<file path="config.mk">
export PLATFORM = sky130hd
export DESIGN_NAME = bcd5421_serial_adder_top_flat
export DESIGN_NICKNAME = d
export VERILOG_FILES = /design/src/rtl/b5421_pkg.sv /design/src/rtl/b5421_if.sv /design/src/rtl/b5421_digit_add.sv /design/src/rtl/bcd5421_serial_adder_top.sv /design/src/flat_wrapper.sv
export SDC_FILE = /design/constraint.sdc
export NUM_CORES = 1
export LEC_CHECK = 0
export ABC_CLOCK_PERIOD_IN_PS = 15100
export BUFFER_PORTS_ARGS = -buffer_cell sky130_fd_sc_hd__buf_4
export CAP_MARGIN = 15
export CORE_MARGIN = 2
export CORE_UTILIZATION = 50
export CTS_CLUSTER_SIZE = 12
export DETAILED_ROUTE_END_ITERATION = 12
export PLACE_DENSITY = 0.65
export SLEW_MARGIN = 5
export SYNTH_ARGS = -nofsm -noshare
export SYNTH_HDL_FRONTEND = slang
export SYNTH_SLANG_ARGS = --single-unit
</file>
<file path="constraint.sdc">
create_clock -name clk -period 15.1 [get_ports clk]
set_input_delay 1.51 -clock clk [delete_from_list [all_inputs] [get_ports clk]]
set_output_delay 1.51 -clock clk [all_outputs]
set_load 0.02 [all_outputs]
</file>
<file path="src/rtl/b5421_pkg.sv">
// Package for the 5421-code decimal serial adder.
// Holds code constants, the code/digit conversion functions and the shared types.
// No dependencies.
package b5421_pkg;

  localparam int unsigned CODE_W     = 4;
  localparam int unsigned DIGIT_W    = 4;

  // 5421 codes of the digits five and nine bound the upper valid range
  localparam logic [CODE_W-1:0] CODE_FIVE   = 4'b1000;
  localparam logic [CODE_W-1:0] CODE_NINE   = 4'b1100;
  localparam logic [CODE_W-1:0] CODE_FOUR   = 4'b0100;
  localparam logic [CODE_W-1:0] CODE_ZERO   = 4'b0000;
  localparam logic [CODE_W-1:0] CODE_ONE    = 4'b0001;
  localparam logic [4:0]        FIX_ADD     = 5'd3;
  localparam logic [4:0]        DEC_BASE    = 5'd10;
  localparam logic [DIGIT_W-1:0] DIGIT_FOUR = 4'd4;
  localparam logic [DIGIT_W-1:0] DIGIT_NINE = 4'd9;

  // Result queue sizing
  localparam int unsigned RES_DEPTH = 8;
  localparam int unsigned RES_PTR_W = $clog2(RES_DEPTH);
  localparam int unsigned RES_CNT_W = $clog2(RES_DEPTH + 1);

  typedef struct packed {
    logic [CODE_W-1:0] sum_code;
    logic              carry_out;
  } digit_res_t;

  typedef struct packed {
    logic [CODE_W-1:0] sum_code;
    logic              final_digit;
  } res_entry_t;

  function automatic logic code_valid(input logic [CODE_W-1:0] c);
    return (c <= CODE_FOUR) || ((c >= CODE_FIVE) && (c <= CODE_NINE));
  endfunction

  // Invalid codes count as digit zero
  function automatic logic [DIGIT_W-1:0] code_to_digit(input logic [CODE_W-1:0] c);
    logic [DIGIT_W-1:0] d;
    if (c <= CODE_FOUR) begin
      d = c;
    end else if ((c >= CODE_FIVE) && (c <= CODE_NINE)) begin
      d = c - DIGIT_W'(3);
    end else begin
      d = '0;
    end
    return d;
  endfunction

  function automatic logic [CODE_W-1:0] digit_to_code(input logic [DIGIT_W-1:0] d);
    logic [CODE_W-1:0] c;
    if (d <= DIGIT_FOUR) begin
      c = d;
    end else if (d <= DIGIT_NINE) begin
      c = d + CODE_W'(3);
    end else begin
      c = CODE_ZERO;
    end
    return c;
  endfunction

endpackage

</file>
<file path="src/rtl/b5421_if.sv">
// Handshake channel interfaces for the 5421 serial adder.
// Operand channel carries one digit pair, result channel one sum digit.
// No dependencies.
interface b5421_operand_if (input logic clk);
  logic       valid;
  logic       ready;
  logic [3:0] code_a;
  logic [3:0] code_b;
  logic       top_digit;

  modport source (output valid, output code_a, output code_b, output top_digit,
                  input ready);
  modport sink   (input valid, input code_a, input code_b, input top_digit,
                  output ready);
endinterface

interface b5421_result_if (input logic clk);
  logic       valid;
  logic       ready;
  logic [3:0] sum_code;
  logic       final_digit;

  modport source (output valid, output sum_code, output final_digit, input ready);
  modport sink   (input valid, input sum_code, input final_digit, output ready);
endinterface

</file>
<file path="src/rtl/b5421_digit_add.sv">
// One-digit 5421-code adder with +3 correction.
// Depends on b5421_pkg for code conversion functions and digit_res_t.
module b5421_digit_add (
  input  logic [3:0]             code_a,
  input  logic [3:0]             code_b,
  input  logic                   carry_in,
  output b5421_pkg::digit_res_t  res
);

  logic [3:0] da;
  logic [3:0] db;
  logic [4:0] raw;
  logic [4:0] fixed;
  logic [4:0] dsum;
  logic [4:0] want_d;
  logic       want_c;
  logic [3:0] nib;
  logic       keep_raw;

  // Decode operands, then add the re-encoded codes in binary
  assign da    = b5421_pkg::code_to_digit(code_a);
  assign db    = b5421_pkg::code_to_digit(code_b);
  assign raw   = {1'b0, b5421_pkg::digit_to_code(da)} +
                 {1'b0, b5421_pkg::digit_to_code(db)} + {4'b0, carry_in};
  assign fixed = raw + b5421_pkg::FIX_ADD;
  assign nib   = raw[3:0];

  // Decimal sum to check the raw nibble against
  assign dsum   = {1'b0, da} + {1'b0, db} + {4'b0, carry_in};
  assign want_c = (dsum >= b5421_pkg::DEC_BASE);
  assign want_d = want_c ? (dsum - b5421_pkg::DEC_BASE) : dsum;

  assign keep_raw = b5421_pkg::code_valid(nib) &&
                    ({1'b0, b5421_pkg::code_to_digit(nib)} == want_d) &&
                    (raw[4] == want_c);

  // Take the raw nibble where it is already right, else the corrected one
  always_comb begin
    if (keep_raw) begin
      res.sum_code  = nib;
      res.carry_out = raw[4];
    end else begin
      res.sum_code  = fixed[3:0];
      res.carry_out = fixed[4];
    end
  end

endmodule

</file>
<file path="src/rtl/bcd5421_serial_adder_top.sv">
// Top level of the 5421-code decimal serial adder.
// Depends on b5421_pkg, b5421_if.sv (channel interfaces) and b5421_digit_add.
//
// Usage:
//   operand: one transaction per digit pair, code_a and code_b in 5421 code,
//            least significant digit first; top_digit marks the last pair.
//   result : one transaction per sum digit, least significant first;
//            final_digit marks the last digit of the sum. A top pair that
//            produces a carry yields two result transactions, the second
//            being code 0001.
// Timing: an accepted pair is held in the input register, then written to the
//   result queue. One operand is taken per cycle while operand ready is high;
//   the carry is resolved within the digit add stage.
// Results wait in an eight-entry queue. When the receiver stalls the queue
//   fills and operand ready drops once fewer than two free entries remain
//   after reserving room for the pair in the input register.
// Reset clears the carry, the input register valid and the queue; the block
//   is ready once reset is released.
module bcd5421_serial_adder_top (
  input  logic clk,
  input  logic rst,
  b5421_operand_if.sink   operand,
  b5421_result_if.source  result
);

  // Input register
  logic       s1_valid;
  logic [3:0] s1_code_a;
  logic [3:0] s1_code_b;
  logic       s1_top;

  logic       carry_bit;
  b5421_pkg::digit_res_t dres;

  // Result queue
  b5421_pkg::res_entry_t                queue [b5421_pkg::RES_DEPTH];
  logic [b5421_pkg::RES_PTR_W-1:0]      wr_ptr;
  logic [b5421_pkg::RES_PTR_W-1:0]      rd_ptr;
  logic [b5421_pkg::RES_CNT_W-1:0]      count;
  logic [b5421_pkg::RES_CNT_W-1:0]      count_next;
  logic [b5421_pkg::RES_CNT_W:0]        committed;

  logic       take;
  logic       pop;
  logic       push_one;
  logic       push_two;
  logic [1:0] push_n;

  // Accept while the queue has room for this pair and the one in flight
  assign committed = {1'b0, count} + (s1_valid ? (b5421_pkg::RES_CNT_W+1)'(2) : '0);
  assign operand.ready = (committed <= (b5421_pkg::RES_CNT_W+1)'(b5421_pkg::RES_DEPTH - 2));
  assign take = operand.valid && operand.ready;

  always_ff @(posedge clk) begin
    if (rst) begin
      s1_valid <= 1'b0;
    end else begin
      s1_valid <= take;
    end
  end

  // Hold the operand payload of the accepted transaction
  always_ff @(posedge clk) begin
    if (take) begin
      s1_code_a <= operand.code_a;
      s1_code_b <= operand.code_b;
      s1_top    <= operand.top_digit;
    end
  end

  b5421_digit_add u_digit_add (
    .code_a   (s1_code_a),
    .code_b   (s1_code_b),
    .carry_in (carry_bit),
    .res      (dres)
  );

  // Advance the carry; drop it after the top digit
  always_ff @(posedge clk) begin
    if (rst) begin
      carry_bit <= 1'b0;
    end else if (s1_valid) begin
      carry_bit <= s1_top ? 1'b0 : dres.carry_out;
    end
  end

  assign push_one = s1_valid;
  assign push_two = s1_valid && s1_top && dres.carry_out;
  assign push_n   = {1'b0, push_one} + {1'b0, push_two};
  assign pop      = result.valid && result.ready;

  // Write the sum digit, and the extra carry digit after a top pair
  always_ff @(posedge clk) begin
    if (push_one) begin
      queue[wr_ptr] <= '{sum_code: dres.sum_code, final_digit: s1_top && !dres.carry_out};
    end
    if (push_two) begin
      queue[wr_ptr + b5421_pkg::RES_PTR_W'(1)] <= '{sum_code: b5421_pkg::CODE_ONE,
                                                    final_digit: 1'b1};
    end
  end

  assign count_next = count + {{(b5421_pkg::RES_CNT_W-2){1'b0}}, push_n}
                    - {{(b5421_pkg::RES_CNT_W-1){1'b0}}, pop};

  always_ff @(posedge clk) begin
    if (rst) begin
      wr_ptr <= '0;
      rd_ptr <= '0;
      count  <= '0;
    end else begin
      wr_ptr <= wr_ptr + {{(b5421_pkg::RES_PTR_W-2){1'b0}}, push_n};
      rd_ptr <= rd_ptr + {{(b5421_pkg::RES_PTR_W-1){1'b0}}, pop};
      count  <= count_next;
    end
  end

  assign result.valid       = (count != '0);
  assign result.sum_code    = queue[rd_ptr].sum_code;
  assign result.final_digit = queue[rd_ptr].final_digit;

`ifndef SYNTHESIS
  a_queue_bound: assert property (@(posedge clk) disable iff (rst)
    count <= b5421_pkg::RES_CNT_W'(b5421_pkg::RES_DEPTH))
    else $error("result queue count beyond depth");

  a_room_in_flight: assert property (@(posedge clk) disable iff (rst)
    s1_valid |-> (count <= b5421_pkg::RES_CNT_W'(b5421_pkg::RES_DEPTH - 2)))
    else $error("no room reserved for the pair in flight");

  a_carry_clear: assert property (@(posedge clk) disable iff (rst)
    (s1_valid && s1_top) |=> !carry_bit)
    else $error("carry not cleared after top digit");

  a_two_only_top: assert property (@(posedge clk) disable iff (rst)
    push_two |-> (s1_top && dres.carry_out && push_one))
    else $error("extra digit pushed outside a carrying top pair");
`endif

endmodule
</file>
<file path="src/flat_wrapper.sv">
// flat-port wrapper written by rule: the top's interface ports become plain ports
module bcd5421_serial_adder_top_flat 
  (clk, rst, operand_valid, operand_code_a, operand_code_b, operand_top_digit, operand_ready, result_valid, result_sum_code, result_final_digit, result_ready);
  b5421_operand_if operand_i (.clk(clk));
  b5421_result_if result_i (.clk(clk));
  input  logic clk;
  input  logic rst;
  input wire logic [$bits(operand_i.valid)-1:0] operand_valid;
  input wire logic [$bits(operand_i.code_a)-1:0] operand_code_a;
  input wire logic [$bits(operand_i.code_b)-1:0] operand_code_b;
  input wire logic [$bits(operand_i.top_digit)-1:0] operand_top_digit;
  output wire logic [$bits(operand_i.ready)-1:0] operand_ready;
  output wire logic [$bits(result_i.valid)-1:0] result_valid;
  output wire logic [$bits(result_i.sum_code)-1:0] result_sum_code;
  output wire logic [$bits(result_i.final_digit)-1:0] result_final_digit;
  input wire logic [$bits(result_i.ready)-1:0] result_ready;
  assign operand_i.valid = operand_valid;
  assign operand_i.code_a = operand_code_a;
  assign operand_i.code_b = operand_code_b;
  assign operand_i.top_digit = operand_top_digit;
  assign operand_ready = operand_i.ready;
  assign result_valid = result_i.valid;
  assign result_sum_code = result_i.sum_code;
  assign result_final_digit = result_i.final_digit;
  assign result_i.ready = result_ready;
  bcd5421_serial_adder_top u_core (.clk(clk), .rst(rst), .operand(operand_i), .result(result_i));
endmodule
</file>
# Yosys cells after proc, flatten, opt, wreduce, memory -nomap -nowiden
# Memory sizes are Yosys's and may differ from the RTL's. A register that Yosys moved wholly into a read port is not among the register bits.
# Cells that the tools add are included.
[word_totals]
memories = 1
ramBits = 40
output_inout_bits = 7
regBits = 21
word_cells = 76
input_bits = 13
[mem_list]
columns = ["memory", "depth", "word_bits", "rd", "rd_ports_with_merged_regs", "wr", "line_no", "source"]
rows = [
  ["u_core.queue", 8, 5, 1, 1, 2, "bcd5421_serial_adder_top.sv:36", "b5421_pkg::res_entry_t queue [b5421_pkg::RES_DEPTH];"],
]
[classes]
mux = 19
n_reduce_logical = 13
addsub = 18
n_eq_ne = 2
n_lt_le_gt_ge = 15
[ops]
columns = ["operator", "n"]
rows = [
  ["$mux 4", 10],
  ["$le 4x3->1 const B", 5],
  ["$le 4x4->1 const B", 5],
  ["$ge 4x4->1 const B", 3],
  ["$sub 4x2->4 const B", 3],
  ["$add 4x4->5", 2],
  ["$add 5x1->5", 2],
  ["$logic_and 1x1->1", 10],
  ["$mux 5", 2],
  ["$add 4x2->4 const B", 2],
  ["$add 4x5->5", 1],
  ["$add 5x2->5 const B", 1],
  ["$eq 4x5->1", 1],
  ["$ge 5x4->1 const B", 1],
  ["$le 5x3->1 const B", 1],
  ["$mux 1", 5],
  ["$sub 5x4->5 const B", 1],
  ["$add 4x2->4", 1],
  ["$reduce_bool 4->1", 1],
  ["$sub 4x1->4", 1],
  ["$add 3x1->3", 1],
  ["$add 3x1->3 const B", 1],
  ["$add 3x2->3", 1],
  ["$mux 3", 1],
  ["5 further kinds", 5],
]

# Logic depth before layout (Yosys ltp)
[depth]
ltp_word = 21
mapped_depth = 33
mapped_depth_nobuf = 32

# By module
# A second synthesis with hierarchy kept.
[unflattened]
cells_unflattened = 435
area_unflattened_um2 = 4225.3
[modules_own_cells]
columns = ["module", "cells_each", "n_inst", "seq_area_each_um2", "area_each_um2"]
rows = [
  ["bcd5421_serial_adder_top", 260, 1, 1311.3, 2952.8],
  ["b5421_digit_add", 175, 1, 0.0, 1272.5],
]

# Worst setup path before layout
# No wires, ideal clock.
[synth_timing]
path_kind = "reg-to-reg"
from = "register u_core.s1_code_a[0]"
to = "register u_core.count[3] in the netlist's numbering"
path_slack_ps = 8881
t_required_ps = 14972
t_arrival_ps = 6091
synth_period_minus_slack_ps = 6219
path_stages_with_launch = 33
setup_ps = 128
path_buffers = 1
path_cell_list = "edfxtp_1 inv_1 ha_1 nand2b_1 and2_1 inv_1 ha_1 nor3_1 a21oi_1 o221ai_1 fa_1 inv_1 fa_1 clkinv_1 ha_1 clkbuf_1 nand3_1 nor4_1 a211oi_1 a21oi_1 o2bb2ai_2 a31oi_4 xnor2_2 nor2_1 ha_1 inv_1 ha_1 inv_1 ha_1 a21o_1 a21oi_1 xnor2_1 nor2_1"
[synth_via]
elab_chain_len = 21
word_cells_on_any_way = 37
classes_between = "add/sub (12); order compare (9); eq/ne (2); mux (8); reduce/logical (6)"
[synth_lines]
columns = ["item", "line_no", "source"]
rows = [
  ["start, declared", "bcd5421_serial_adder_top.sv:28", "logic [3:0] s1_code_a;"],
  ["start signal, assigned", "bcd5421_serial_adder_top.sv:65", "s1_code_a <= operand.code_a;"],
  ["$ge 4x4->1 or $le 4x4->1 (tied branches)", "b5421_pkg.sv:44", "end else if ((c >= CODE_FIVE) && (c <= CODE_NINE)) begin"],
  ["$logic_and 1x1->1", "b5421_pkg.sv:44", ""],
  ["$mux 4", "b5421_pkg.sv:44", ""],
  ["$mux 4 (*)", "b5421_pkg.sv:42", "if (c <= CODE_FOUR) begin"],
  ["$add 4x2->4 or $le 4x4->1 (tied branches)", "b5421_pkg.sv:57, b5421_pkg.sv:56", ""],
  ["$mux 4", "b5421_pkg.sv:56", "end else if (d <= DIGIT_NINE) begin"],
  ["$mux 4", "b5421_pkg.sv:54", "if (d <= DIGIT_FOUR) begin"],
  ["$add 4x4->5", "b5421_digit_add.sv:23", "assign raw = {1'b0, b5421_pkg::digit_to_code(da)} +"],
  ["(+5 left out)", "-", ""],
  ["$eq 4x5->1", "b5421_digit_add.sv:34", "({1'b0, b5421_pkg::code_to_digit(nib)} == want_d) &&"],
  ["$logic_and 1x1->1", "b5421_digit_add.sv:33", "assign keep_raw = b5421_pkg::code_valid(nib) &&"],
  ["$logic_and 1x1->1", "b5421_digit_add.sv:34", ""],
  ["$mux 5 (*)", "b5421_digit_add.sv:39", "if (keep_raw) begin"],
  ["$logic_and 1x1->1 (*)", "bcd5421_serial_adder_top.sv:88", "assign push_two = s1_valid && s1_top && dres.carry_out;"],
  ["$add 1x1->2 (*)", "bcd5421_serial_adder_top.sv:89", "assign push_n = {1'b0, push_one} + {1'b0, push_two};"],
  ["$add 4x2->4 (*)", "bcd5421_serial_adder_top.sv:103", "assign count_next = count + {{(b5421_pkg::RES_CNT_W-2){1'b0}}, push_n}"],
  ["$sub 4x1->4 (*)", "bcd5421_serial_adder_top.sv:104", "- {{(b5421_pkg::RES_CNT_W-1){1'b0}}, pop};"],
  ["end signal, assigned", "bcd5421_serial_adder_top.sv:114", "count <= count_next;"],
  ["end, declared", "bcd5421_serial_adder_top.sv:39", "logic [b5421_pkg::RES_CNT_W-1:0] count;"],
]
# Mark *: on every way between the ends. The rest lies on a longest branch, timed or not.
# A chain may end at the register's enable or synchronous reset.

# Worst setup path in the final report
# Same ends and word-level chain as after synthesis.

==> out/qor.csv <==
metric;value;unit
outcome;finished, final reports clean;
multi_input_area;2840;µm²
synthesis.nets;532;
h-tree-depth;3;
busiest_layer;met2;
grt_remaining_overflow;0;
die_h;97.1;µm
core;8300;µm²
cts_buffer_depth;2;
viasPerCell;5.73;
clock-root-buffer;clkbuf_8;
cts.clk_slew.worst_paths;70;ps
yosysWarnings;0;
p_leak;2.09;nW
synth-seq-cells;61;
dieWidth;97.1;µm
dpl.hpwl;7.51;mm
ys_types;62;
yosys.area.top_type_share;24.0;%
irDropWorstVdd;0.102;mV
cts_buffers;9;
worstMarginPinSlew;969;ps
cts_tree;yes;
numClockSinks;61;
drtAntennaViolNets;0;
slew_violations;0;
syn_avg_cell_area;8.97;µm²
row_count;33;
postSynthCellCount;483;
drt-initial-drc-count;199;
finalCriticalPeriod;6930;ps
drt_pass1_iterations;5;
regArea;1310;µm²
hold_violations;0;
synth_edf_count;9;
wl;10.1;mm
grt_pass1_vias;3374;
crit_top_cell;ha_1;
power_density;215;nW/µm²
syn_area;4330;µm²
fillCellCount;748;
crit_fanout;12;
crit_type;reg2reg;
ys_seq_area_share;30.3;%
min_period_over_period;45.9;%
grtUsageMet2;35.7;%
hp-class;reg2reg;
synth_top_cells_by_area;dfxtp_1, ha_1, edfxtp_1;
crit_path_top_delay_cell;fa_1;
yosysTopAreaCell;dfxtp_1;
met3_usage;4.03;%
ys.flop_type;dfxtp_1;
start_kind;flip-flop;
slew_headroom;34.9;%
grtUsageTotal;22.3;%
finalSetupViolations;0;
slowest_delay;590;ps
rsz0062_at_grt;no;
antenna_found_initial;0;
ios;20;
fin_nets;548;
layout-drive-gt1-share;13.7;%
port_buffers;19;
vias;3488;
cts_hold_buf;0;
wire_per_inst;16.5;µm
skew;14.2;ps
grt_util_met1;31.6;%
insertion_delay;340;ps
end_kind;flip-flop;
drc_errors;0;
grt_first_pass_wirelength;16.8;mm
diodes;0;
start_util;52.2;%
areaGrowthSynthToFinish;11.3;%
async_flop_share;0;%
grt_max_degree;22;
maxCapViolCount;0;
globalplace.congestion;0.855;
cp.arrival;7160;ps
critical_path_required;15330;ps
fmax;0.144;GHz
dieArea;9420;µm²
cts_setup_buffers;0;
cts-resized-gates;0;
fin_setup_tns;0;ps
hold_ws;486;ps
cells by family after synthesis:
logic type	share of synthesized area (%)
buf+inv	4.19
simple gates	23.2
mux	9.82
flops	30.3
fa+ha+maj	11.3
compound gates	16.8
xor+xnor	4.39
flip-flops by register name (all words and copies together), names as in the netlist:
register and flops:
u_core.queue 40, u_core.s1_code_a 4, u_core.s1_top 1, u_core.push_one 1, u_core.count 4, u_core.s1_code_b 4, u_core.rd_ptr 3, u_core.wr_ptr 3
u_core.carry_bit 1
path summary, 6_finish.rpt:
kind / from / end / slack (ps) / depth (start not counted)
hold reg to reg: u_core.queue[1][2] / u_core.queue[1][2] / 490 / 2
hold / removal: u_core.queue[1][2] / u_core.queue[1][2] / 490 / 2
setup reg to reg: u_core.s1_code_a[0] / u_core.count[3] / 8170 / 31
setup / recovery: u_core.s1_code_a[0] / u_core.count[3] / 8170 / 31
area by class of cell:
cell class,instances,share of cell area [%]
Clock buffer,14,4.70
Clock inverter,2,0.805
Inverter,33,2.57
Multi-Input combinational cell,374,58.9
Sequential cell,61,27.2
Tap cell,105,2.73
Timing Repair Buffer,20,3.11
critical path: cells and delay by family, from the launching register on:
family | cells | cell delay [ps]
fa+ha+maj | 8 | 2590
compound gates | 9 | 1750
simple gates | 6 | 1030
buf+inv | 6 | 610
flops | 1 | 440
xor+xnor | 2 | 390
per-stage QoR:
| step | worst slack (ps) | cell area [µm²] | power (mW) | util [%] | std cells |
|---|---|---|---|---|---|
| after floorplan | 8880 | 4330 | 0.714 | - | 483 |
| after global placement | 8440 | 4560 | 0.838 | 54.9 | 593 |
| after detailed placement | 8160 | 4560 | 0.852 | 54.9 | 593 |
| after CTS | 8130 | 4820 | 1.04 | 58.1 | 609 |
| after global routing | 7500 | 4820 | 1.11 | 58.1 | 609 |
| final | 8170 | 4820 | 1.04 | 58.1 | 609 |
report_power, final:
part           switching, mW  internal, mW
combinational          0.361         0.253
sequential            0.0356         0.204
clock                 0.0679         0.116
per-layer routing:
metal,share of wire (%),vias up
met2,47,75
met3,4.8,5
met5,0,-
met4,0.56,0
met1,48,1642
li1,-,1766
cell usage after synthesis (3+ instances only):
cell	number
clkbuf_1	12
a211oi_1	17
edfxtp_1	9
or3_1	7
a21oi_1	12
or2_2	3
a31oi_1	9
nand2_1	29
nand3b_1	14
nor2_1	46
and3_1	4
nand3_1	22
a211o_1	17
mux2_2	8
and2_1	18
nor2b_1	17
mux2i_1	11
xor2_1	7
fa_1	5
o21ai_0	15
inv_1	32
xnor2_1	11
nand2b_1	9
nor3_1	14
dfxtp_1	52
mux4_2	10
ha_1	31
a21o_1	5
cells in the final DEF, fill, tap and decap left out, types with 12 or more instances in the layout:
cell type and n:
buf_4 20, and2_1 18, nand2_1 29, ha_1 31, nand3_1 22, nor2b_1 17, a21oi_1 12, dfxtp_1 52
nor2_1 46, inv_1 32, o21ai_0 15, a211o_1 17, nand3b_1 14, nor3_1 14, a211oi_1 17
(Power assumes the default switching activity.)
